**src/design/ihad_pkg.sv**
```systemverilog
// shared types and constants for the in-band header audio deframer
// no dependencies; imported by every module of the block

package ihad_pkg;

	localparam logic [31:0] MAGIC = 32'h5351_4648;

	localparam logic [7:0] DSD_PCM = 8'd0;
	localparam logic [7:0] DSD_DOP = 8'd1;
	localparam logic [7:0] DSD_NATIVE_LE = 8'd2;
	localparam logic [7:0] DSD_NATIVE_BE = 8'd3;

	localparam logic [5:0] DEPTH_16 = 6'd16;
	localparam logic [5:0] DEPTH_24 = 6'd24;
	localparam logic [5:0] DEPTH_32 = 6'd32;
	localparam logic [5:0] DEPTH_DSD = 6'd1;

	localparam int TDATA_W = 112;

	typedef enum logic [1:0] {
		KIND_SAMPLE = 2'd0,
		KIND_CHANGE = 2'd1,
		KIND_SAME   = 2'd2,
		KIND_SYNC   = 2'd3
	} kind_t;

	// one queued event: for samples data is the raw word, for headers the raw rate
	typedef struct packed {
		kind_t       kind;
		logic [7:0]  ch;
		logic [31:0] data;
		logic [7:0]  code;
	} ev_t;

	function automatic logic [7:0] magic_byte(input logic [1:0] idx);
		logic [7:0] b;
		unique case (idx)
			2'd0: b = MAGIC[31:24];
			2'd1: b = MAGIC[23:16];
			2'd2: b = MAGIC[15:8];
			2'd3: b = MAGIC[7:0];
			default: b = MAGIC[7:0];
		endcase
		return b;
	endfunction

endpackage

```
**src/design/inband_header_audio_deframer.sv**
```systemverilog
// top level of the in-band header audio deframer
// depends on ihad_pkg, ihad_front, ihad_queue and ihad_back

// Takes one stream byte per clock on the slave side while the event queue has room, and
// gives at most one result word per byte on the master side: a sample, a format-change or
// same-format record, or a sync error if the stream does not open with the header magic
// (the block then stays halted until reset). The front end holds all parsing state and
// handles every byte in the cycle that takes it; a QUEUE_DEPTH-entry event queue and an
// output register sit between it and the master side, so a stalled consumer only stops
// input once the queue is full. pcm_output_depth is to be written through cfg_we and
// cfg_wdata only while the block is idle; the block does not enforce this. Values other
// than 16, 24 and 32 are dropped.

module inband_header_audio_deframer #(
	parameter int QUEUE_DEPTH = 4
) (
	input  logic                          clk,
	input  logic                          arst_n,
	input  logic                          cfg_we,
	input  logic [5:0]                    cfg_wdata,      // pcm_output_depth
	input  logic                          s_axis_tvalid,
	output logic                          s_axis_tready,
	input  logic [7:0]                    s_axis_tdata,   // stream_byte
	input  logic                          s_axis_tlast,   // end_of_stream
	output logic                          m_axis_tvalid,
	input  logic                          m_axis_tready,
	// channel_index, sample_value, sample_width, format_rate, format_depth,
	// format_is_dsd, format_dsd_code, format_channels, zero fill
	output logic [ihad_pkg::TDATA_W-1:0]  m_axis_tdata,
	output logic [1:0]                    m_axis_tuser    // result_kind
);
	import ihad_pkg::*;

	logic take;
	logic ev_push;
	ev_t  ev_in;
	ev_t  ev_out;
	logic full;
	logic empty;
	logic pop;

	assign s_axis_tready = !full;
	assign take = s_axis_tvalid && s_axis_tready;

	ihad_front u_front (
		.clk           (clk),
		.arst_n        (arst_n),
		.take          (take),
		.stream_byte   (s_axis_tdata),
		.end_of_stream (s_axis_tlast),
		.ev_push       (ev_push),
		.ev            (ev_in)
	);

	ihad_queue #(
		.DEPTH (QUEUE_DEPTH)
	) u_queue (
		.clk    (clk),
		.arst_n (arst_n),
		.push   (ev_push),
		.din    (ev_in),
		.full   (full),
		.pop    (pop),
		.dout   (ev_out),
		.empty  (empty)
	);

	ihad_back u_back (
		.clk           (clk),
		.arst_n        (arst_n),
		.cfg_we        (cfg_we),
		.cfg_wdata     (cfg_wdata),
		.ev            (ev_out),
		.empty         (empty),
		.pop           (pop),
		.m_axis_tvalid (m_axis_tvalid),
		.m_axis_tready (m_axis_tready),
		.m_axis_tdata  (m_axis_tdata),
		.m_axis_tuser  (m_axis_tuser)
	);

endmodule

```
**src/design/ihad_front.sv**
```systemverilog
// front end: takes stream bytes, tracks headers and audio words, queues events
// depends on ihad_pkg

module ihad_front (
	input  logic          clk,
	input  logic          arst_n,
	input  logic          take,
	input  logic [7:0]    stream_byte,
	input  logic          end_of_stream,
	output logic          ev_push,
	output ihad_pkg::ev_t ev
);
	import ihad_pkg::*;

	typedef enum logic [3:0] {
		PH_FIRST  = 4'b0001,
		PH_HEADER = 4'b0010,
		PH_AUDIO  = 4'b0100,
		PH_HALT   = 4'b1000
	} phase_t;

	phase_t      phase_q, phase_d;
	logic [3:0]  hdr_cnt_q, hdr_cnt_d;
	logic [63:0] fields_q, fields_d;
	logic [23:0] win_q, win_d;
	logic [1:0]  fill_q, fill_d;
	logic [23:0] asm_q, asm_d;
	logic [1:0]  sbc_q, sbc_d;
	logic [7:0]  fch_q, fch_d;
	logic [31:0] st_rate_q, st_rate_d;
	logic [7:0]  st_code_q, st_code_d;
	logic [7:0]  st_depth_q, st_depth_d;
	logic [7:0]  st_ch_q, st_ch_d;

	logic [3:0]  fidx;
	logic [31:0] look;
	logic        hit;
	logic [7:0]  feed_b;
	logic [31:0] word;
	logic [8:0]  fch_inc;
	logic        changed;
	logic [2:0]  seq_len;
	logic [2:0]  tot;
	logic [2:0]  idx;
	logic [31:0] fword;
	logic [31:0] asm_ext;
	logic        emit_ok;

	assign fidx = hdr_cnt_q - 4'd4;
	assign look = {win_q, stream_byte};
	assign hit = (fill_q == 2'd3) && (look == MAGIC);
	assign feed_b = win_q[23:16];
	assign word = {feed_b, asm_q};
	assign fch_inc = {1'b0, fch_q} + 9'd1;
	assign changed = (fields_q[63:32] != st_rate_q) || (fields_q[31:24] != st_code_q) ||
			(fields_q[23:16] != st_depth_q);
	assign seq_len = {1'b0, fill_q} + 3'd1;
	assign tot = seq_len + {1'b0, sbc_q};
	assign asm_ext = {8'h00, asm_q};
	assign emit_ok = (st_code_q == DSD_PCM) || (fch_q <= 8'd1);

	// word completed by an end-of-stream flush: old window bytes then the new byte
	always_comb begin
		fword = '0;
		idx = '0;
		for (int j = 0; j < 4; j++) begin
			idx = 3'(seq_len - 3'd1 + {1'b0, sbc_q} - 3'(j));
			if (j < int'(sbc_q)) begin
				fword[8*j +: 8] = asm_ext[8*j +: 8];
			end else begin
				fword[8*j +: 8] = look[{idx[1:0], 3'b000} +: 8];
			end
		end
	end

	always_comb begin
		phase_d = phase_q;
		hdr_cnt_d = hdr_cnt_q;
		fields_d = fields_q;
		win_d = win_q;
		fill_d = fill_q;
		asm_d = asm_q;
		sbc_d = sbc_q;
		fch_d = fch_q;
		st_rate_d = st_rate_q;
		st_code_d = st_code_q;
		st_depth_d = st_depth_q;
		st_ch_d = st_ch_q;
		ev_push = 1'b0;
		ev = '0;
		if (take) begin
			unique case (phase_q)
				PH_FIRST: begin
					if (stream_byte != magic_byte(hdr_cnt_q[1:0])) begin
						ev_push = 1'b1;
						ev.kind = KIND_SYNC;
						phase_d = PH_HALT;
					end else begin
						hdr_cnt_d = hdr_cnt_q + 4'd1;
						if (hdr_cnt_q == 4'd3) begin
							phase_d = PH_HEADER;
						end
					end
				end
				PH_HEADER: begin
					if (hdr_cnt_q >= 4'd4 && hdr_cnt_q <= 4'd11) begin
						fields_d[{fidx[2:0], 3'b000} +: 8] = stream_byte;
					end
					if (hdr_cnt_q == 4'd15) begin
						ev_push = 1'b1;
						ev.kind = changed ? KIND_CHANGE : KIND_SAME;
						ev.ch = fields_q[15:8];
						ev.data = fields_q[63:32];
						ev.code = fields_q[31:24];
						st_ch_d = fields_q[15:8];
						if (changed) begin
							st_rate_d = fields_q[63:32];
							st_code_d = fields_q[31:24];
							st_depth_d = fields_q[23:16];
						end
						phase_d = PH_AUDIO;
						hdr_cnt_d = '0;
						fields_d = '0;
						win_d = '0;
						fill_d = '0;
						asm_d = '0;
						sbc_d = '0;
						fch_d = '0;
					end else begin
						hdr_cnt_d = hdr_cnt_q + 4'd1;
					end
				end
				PH_AUDIO: begin
					if (hit) begin
						// new header inside audio: drop any partial frame
						win_d = '0;
						fill_d = '0;
						asm_d = '0;
						sbc_d = '0;
						fch_d = '0;
						fields_d = '0;
						hdr_cnt_d = 4'd4;
						phase_d = PH_HEADER;
					end else begin
						win_d = look[23:0];
						fill_d = (fill_q == 2'd3) ? 2'd3 : fill_q + 2'd1;
						if (end_of_stream) begin
							if (st_ch_q != 8'd0 && tot >= 3'd4 && emit_ok) begin
								ev_push = 1'b1;
								ev.kind = KIND_SAMPLE;
								ev.ch = fch_q;
								ev.data = fword;
								ev.code = st_code_q;
							end
						end else if (fill_q == 2'd3 && st_ch_q != 8'd0) begin
							if (sbc_q != 2'd3) begin
								asm_d[{sbc_q, 3'b000} +: 8] = feed_b;
								sbc_d = sbc_q + 2'd1;
							end else begin
								asm_d = '0;
								sbc_d = '0;
								fch_d = (fch_inc >= {1'b0, st_ch_q}) ? 8'd0 : fch_inc[7:0];
								if (emit_ok) begin
									ev_push = 1'b1;
									ev.kind = KIND_SAMPLE;
									ev.ch = fch_q;
									ev.data = word;
									ev.code = st_code_q;
								end
							end
						end
					end
				end
				PH_HALT: begin
				end
				default: begin
				end
			endcase
			// end of stream returns to the reset state unless the stream just halted
			if (end_of_stream && phase_d != PH_HALT) begin
				phase_d = PH_FIRST;
				hdr_cnt_d = '0;
				fields_d = '0;
				win_d = '0;
				fill_d = '0;
				asm_d = '0;
				sbc_d = '0;
				fch_d = '0;
				st_rate_d = '0;
				st_code_d = '0;
				st_depth_d = '0;
				st_ch_d = '0;
			end
		end
	end

	always_ff @(posedge clk or negedge arst_n) begin
		if (!arst_n) begin
			phase_q <= PH_FIRST;
			hdr_cnt_q <= '0;
			fields_q <= '0;
			win_q <= '0;
			fill_q <= '0;
			asm_q <= '0;
			sbc_q <= '0;
			fch_q <= '0;
			st_rate_q <= '0;
			st_code_q <= '0;
			st_depth_q <= '0;
			st_ch_q <= '0;
		end else begin
			phase_q <= phase_d;
			hdr_cnt_q <= hdr_cnt_d;
			fields_q <= fields_d;
			win_q <= win_d;
			fill_q <= fill_d;
			asm_q <= asm_d;
			sbc_q <= sbc_d;
			fch_q <= fch_d;
			st_rate_q <= st_rate_d;
			st_code_q <= st_code_d;
			st_depth_q <= st_depth_d;
			st_ch_q <= st_ch_d;
		end
	end

endmodule

```
**src/design/ihad_queue.sv**
```systemverilog
// short event queue between the front end and the output stage
// depends on ihad_pkg for the event type

module ihad_queue #(
	parameter int DEPTH = 4
) (
	input  logic          clk,
	input  logic          arst_n,
	input  logic          push,
	input  ihad_pkg::ev_t din,
	output logic          full,
	input  logic          pop,
	output ihad_pkg::ev_t dout,
	output logic          empty
);
	import ihad_pkg::*;

	localparam int PW = $clog2(DEPTH);
	localparam int CW = $clog2(DEPTH + 1);

	ev_t           mem_q [DEPTH];
	logic [PW-1:0] wr_q, rd_q;
	logic [CW-1:0] cnt_q;

	assign full = (cnt_q == CW'(DEPTH));
	assign empty = (cnt_q == '0);
	assign dout = mem_q[rd_q];

	always_ff @(posedge clk) begin
		if (push) begin
			mem_q[wr_q] <= din;
		end
	end

	always_ff @(posedge clk or negedge arst_n) begin
		if (!arst_n) begin
			wr_q <= '0;
			rd_q <= '0;
			cnt_q <= '0;
		end else begin
			if (push) begin
				wr_q <= (wr_q == PW'(DEPTH - 1)) ? '0 : wr_q + PW'(1);
			end
			if (pop) begin
				rd_q <= (rd_q == PW'(DEPTH - 1)) ? '0 : rd_q + PW'(1);
			end
			unique case ({push, pop})
				2'b10: cnt_q <= cnt_q + CW'(1);
				2'b01: cnt_q <= cnt_q - CW'(1);
				default: cnt_q <= cnt_q;
			endcase
		end
	end

endmodule

```
**src/design/ihad_back.sv**
```systemverilog
// output stage: turns queued events into result words, holds the depth register
// depends on ihad_pkg

module ihad_back (
	input  logic                          clk,
	input  logic                          arst_n,
	input  logic                          cfg_we,
	input  logic [5:0]                    cfg_wdata,
	input  ihad_pkg::ev_t                 ev,
	input  logic                          empty,
	output logic                          pop,
	output logic                          m_axis_tvalid,
	input  logic                          m_axis_tready,
	output logic [ihad_pkg::TDATA_W-1:0]  m_axis_tdata,
	output logic [1:0]                    m_axis_tuser
);
	import ihad_pkg::*;

	logic [5:0]         depth_q;
	logic               valid_q;
	logic [TDATA_W-1:0] data_q;
	kind_t              kind_q;

	logic               load;
	logic [7:0]         ch;
	logic [31:0]        value;
	logic [5:0]         width;
	logic [36:0]        rate;
	logic [5:0]         fdepth;
	logic               is_dsd;
	logic [7:0]         code;
	logic [7:0]         chans;
	logic [TDATA_W-1:0] data_d;

	assign load = !valid_q || m_axis_tready;
	assign pop = load && !empty;

	always_comb begin
		ch = '0;
		value = '0;
		width = '0;
		rate = '0;
		fdepth = '0;
		is_dsd = 1'b0;
		code = '0;
		chans = '0;
		unique case (ev.kind)
			KIND_SAMPLE: begin
				ch = ev.ch;
				if (ev.code == DSD_PCM) begin
					value = ev.data;
					width = 6'd32;
				end else if (ev.code == DSD_DOP) begin
					value = {16'h0000, ev.data[23:8]};
					width = 6'd16;
				end else begin
					value = {ev.data[7:0], ev.data[15:8], ev.data[23:16], ev.data[31:24]};
					width = 6'd32;
				end
			end
			KIND_CHANGE, KIND_SAME: begin
				code = ev.code;
				chans = ev.ch;
				is_dsd = (ev.code != DSD_PCM);
				if (ev.code == DSD_NATIVE_LE || ev.code == DSD_NATIVE_BE) begin
					rate = {ev.data, 5'b00000};
					fdepth = DEPTH_DSD;
				end else if (ev.code == DSD_DOP) begin
					rate = {1'b0, ev.data, 4'b0000};
					fdepth = DEPTH_DSD;
				end else begin
					rate = {5'b00000, ev.data};
					fdepth = depth_q;
				end
			end
			KIND_SYNC: begin
			end
			default: begin
			end
		endcase
		data_d = {6'b000000, chans, code, is_dsd, fdepth, rate, width, value, ch};
	end

	always_ff @(posedge clk) begin
		if (pop) begin
			data_q <= data_d;
			kind_q <= ev.kind;
		end
	end

	always_ff @(posedge clk or negedge arst_n) begin
		if (!arst_n) begin
			valid_q <= 1'b0;
			depth_q <= DEPTH_32;
		end else begin
			if (load) begin
				valid_q <= !empty;
			end
			if (cfg_we && (cfg_wdata == DEPTH_16 || cfg_wdata == DEPTH_24 ||
					cfg_wdata == DEPTH_32)) begin
				depth_q <= cfg_wdata;
			end
		end
	end

	assign m_axis_tvalid = valid_q;
	assign m_axis_tdata = data_q;
	assign m_axis_tuser = kind_q;

endmodule

```
**config.mk**
```make
export PLATFORM = sky130hd
export DESIGN_NAME = inband_header_audio_deframer
export DESIGN_NICKNAME = d
export VERILOG_FILES = /design/src/design/ihad_pkg.sv /design/src/design/inband_header_audio_deframer.sv /design/src/design/ihad_front.sv /design/src/design/ihad_queue.sv /design/src/design/ihad_back.sv
export SDC_FILE = /design/constraint.sdc
export NUM_CORES = 1
export LEC_CHECK = 0
export ABC_AREA = 1
export BUFFER_PORTS_ARGS = -buffer_cell sky130_fd_sc_hd__buf_2
export CORE_MARGIN = 10
export CORE_UTILIZATION = 43
export CTS_BUF_LIST = sky130_fd_sc_hd__clkbuf_16
export CTS_CLUSTER_SIZE = 25
export DETAILED_ROUTE_END_ITERATION = 6
export MAX_ROUTING_LAYER = met4
export SLEW_MARGIN = 20
export SYNTH_ARGS = -nofsm -noshare
export SYNTH_HDL_FRONTEND = slang
export SYNTH_SLANG_ARGS = --single-unit
```
**constraint.sdc**
```tcl
create_clock -name clk -period 4.3 [get_ports clk]
set_clock_uncertainty 0.05 [all_clocks]
set_input_delay 1.29 -clock clk [delete_from_list [all_inputs] [get_ports clk]]
set_output_delay 1.29 -clock clk [all_outputs]
set_load 0.01 [all_outputs]
```
==> impl_metrics.toml <==
[finish]
final_cells = 3611
syn_to_final_growth_pct = 13.9
diodes = 0
final_nets = 2866
final_layout_size_suffix_gt1_frac = 0.119
finalInstanceArea_sq_um = 28000

[critical_path]
cp_data_arrival_time_ps = 4000
worstPathCellList = "inv_1 > ha_1 > buf_12 > o21ai_0 > nor2_1 > nor4_1 > o21ai_0 > a21oi_1"
path_max_fanout = 47
worstPathRequired_ps = 4630
critical_path.most_common_cell = "o21ai_0"
r2r-start = "u_front.sbc_q[0]"
ff2ff_path_depth = 8
crit_path_max_incr_delay_ps = 590
crit_type = "flop to flop"
worst_setup_path_end_kind = "flop"
crit_path_top_delay_cell = "ha_1"
crit_path_start_kind = "flop"
r2r_setup_slack_ps = 630
reg2reg_to = "u_queue.mem_q[0][11]"

[drt]
drt-total-wl_um = 70100
drc = 0
post_drt_wl_per_cell_um = 19.4
dr.pass1.iters = 5
vias_per_cell = 5.39
vias = 19500
drt_iter0_markers = 1726
drtAntennaViolNets = 0

[floorplanning]
core_sq_um = 56500
rows = 87
initial_core_util = 0.435
io_pins = 136
dieArea_sq_um = 67100
die_w_um = 259
die_h_um = 259

[logic_synthesis]
syn-cell-area_sq_um = 24600
ys_seq_area_frac = 0.570
synth-seq-cells = 498
ys_warn_count = 0
synth_top_cell_area_share = 0.372
synth_top_area_cell = "edfxtp_1"
synthArstFlopShare = 0.390
synth_area_leaders = "edfxtp_1, dfrtp_1, nand2_1, nand3_1, o21ai_0"
postSynthAreaPerCell_sq_um = 9.08
ys_types = 54
synth_edf_count = 304
yosysMostFrequentCell = "nand2_1"
synthTopCellsByCount = "nand2_1, edfxtp_1, nor2_1"
syn_inst = 2703
synth_ff_type = "edfxtp_1"

[global_route]
grt_use_total = 0.212
overflow = 0
grt_pass1_vias = 18500
grt_max_degree = 109
grt_first_pass_wirelength_um = 109000
grt_antenna_before_repair = 0

[power]
worst_ir_drop_vdd_mv = 0.420
power.density_nw_per_um2 = 654
p_leak_nw = 11.8

[clocking]
post_cts_buffers = 0
cts_hold_buffers = 0
cts-root-buf = "clkbuf_16"
path_clk_slew_ps = 60
cts.repair.resized = 0
cts_buffers = 53
clock_tree.buffer_depth = 3
cts.sinks = 498
htree_levels = 2
insertion_delay_ps = 620
cts_tree = "built"

[sta]
tightest_slew_ps = 878
hold_violations = 0
finalMaxSlewViolations = 0
fin_crit_ps = 3670
clock.fmax_mhz = 272
setup_violations = 0
slew_headroom = 0.408
fin_crit_sh = 0.854
grt_setup_unrepaired = "false"

[status]
outcome = "finished clean"

[hold_path]
hp-class = "flop to flop"
holdPathStages = 2
min_to = "u_front.asm_q[4]"
hold_start = "u_front.asm_q[4]"

[place]
io_buffer_count = 125
dpl.cell_count = 3512
dpl.hpwl_um = 50200
place_area_sq_um = 26200
gp_congestion = 0.974

[run]
maxCapViolCount = 0
power breakdown:
group	switching, W	internal (W)
registers	0.000461	0.00645
logic	0.00477	0.00200
clock network	0.00192	0.00270
total	0.00715	0.0111
worst max-delay path: cells and delay by family, from the launching register on:
family	cells	cell delay [ps]
compound gates	3	1280
fa+ha+maj	1	590
buf+inv	2	480
flops	1	500
simple gates	2	530
worst max-delay path by stage:
stage	startpoint	endpoint	cells after the start
2_1_floorplan	s_axis_tdata[4]	u_queue.mem_q[0][0]	13
6_report	u_front.sbc_q[0]	u_queue.mem_q[0][11]	8
5_1_grt	u_front.sbc_q[0]	u_queue.mem_q[3][15]	8
4_1_cts	u_front.sbc_q[0]	u_queue.mem_q[1][11]	8
3_3_place_gp	s_axis_tdata[4]	u_queue.mem_q[3][9]	13
3_5_place_dp	s_axis_tdata[4]	u_queue.mem_q[1][9]	13
kinds of logic (layout without fill, tap and decap cells):
family                     after synthesis  count (layout)  synth area share
AOI/OAI and AO/OA                      471             471             0.110
xor gates and xnor gates                44              44            0.0157
adders and majority gates               35              35            0.0181
buffers and inverters                  378             521            0.0639
DFF                                    498             498             0.570
other                                    1              10          0.000153
and+or+nand+nor                       1276            1276             0.222
area by class of cell:
| type | count | area (sq um) |
|---|---|---|
| repair buffers | 198 | 1350 |
| clock buffers | 54 | 1350 |
| flip-flops and latches | 498 | 14000 |
| inverters | 224 | 845 |
| well taps | 756 | 946 |
| fillers | 5313 | 28500 |
| clock inverters | 45 | 409 |
| multi-input cells | 1836 | 9090 |
metrics by stage:
step	hold slack [ps]	setup TNS [ps]	total power, W	utilization	setup slack, ps
finish	421	0	0.0183	0.495	629
global route	434	0	0.0194	0.495	531
CTS	419	0	0.0184	0.495	722
detailed placement	403	0	0.0138	0.464	323
global placement	398	0	0.0137	0.464	357
floorplan	386	-128340	0.0113	-	-642
metal layers:
metal | up-vias | global-route usage | wire (um)
met1 | 9407 | 0.283 | 31400
met5 | - | - | 0
met3 | 108 | 0.0320 | 4240
li1 | 9373 | - | -
met4 | 0 | 0.0678 | 1920
met2 | 570 | 0.328 | 32600
flip-flops by register name, indices dropped and copies added (netlist names), 3 cells and up:
signal               cells
u_front.hdr_cnt_q        4
u_back.depth_q           6
u_front.fch_q            8
u_front.asm_q           24
u_front.win_q           24
u_queue.mem_q          200
u_front.fields_q        56
u_back.m_axis_tdata    102
u_queue.cnt_q            3
u_front.st_code_q        8
u_front.st_rate_q       32
u_front.st_ch_q          8
u_front.st_depth_q       8
u_front.phase_q          4
cell usage in the layout (no fill, tap or decap), drive strengths merged, types with 29 or more instances in the layout:
cell type,instances
clkbuf,55
o21ai,238
dfrtp,192
a21oi,115
nor2,252
buf,197
inv,235
nand4,30
nand2,680
o211ai,30
edfxtp,304
nor3,29
ha,34
nand3,251
Power figures use the tool's default switching activity.
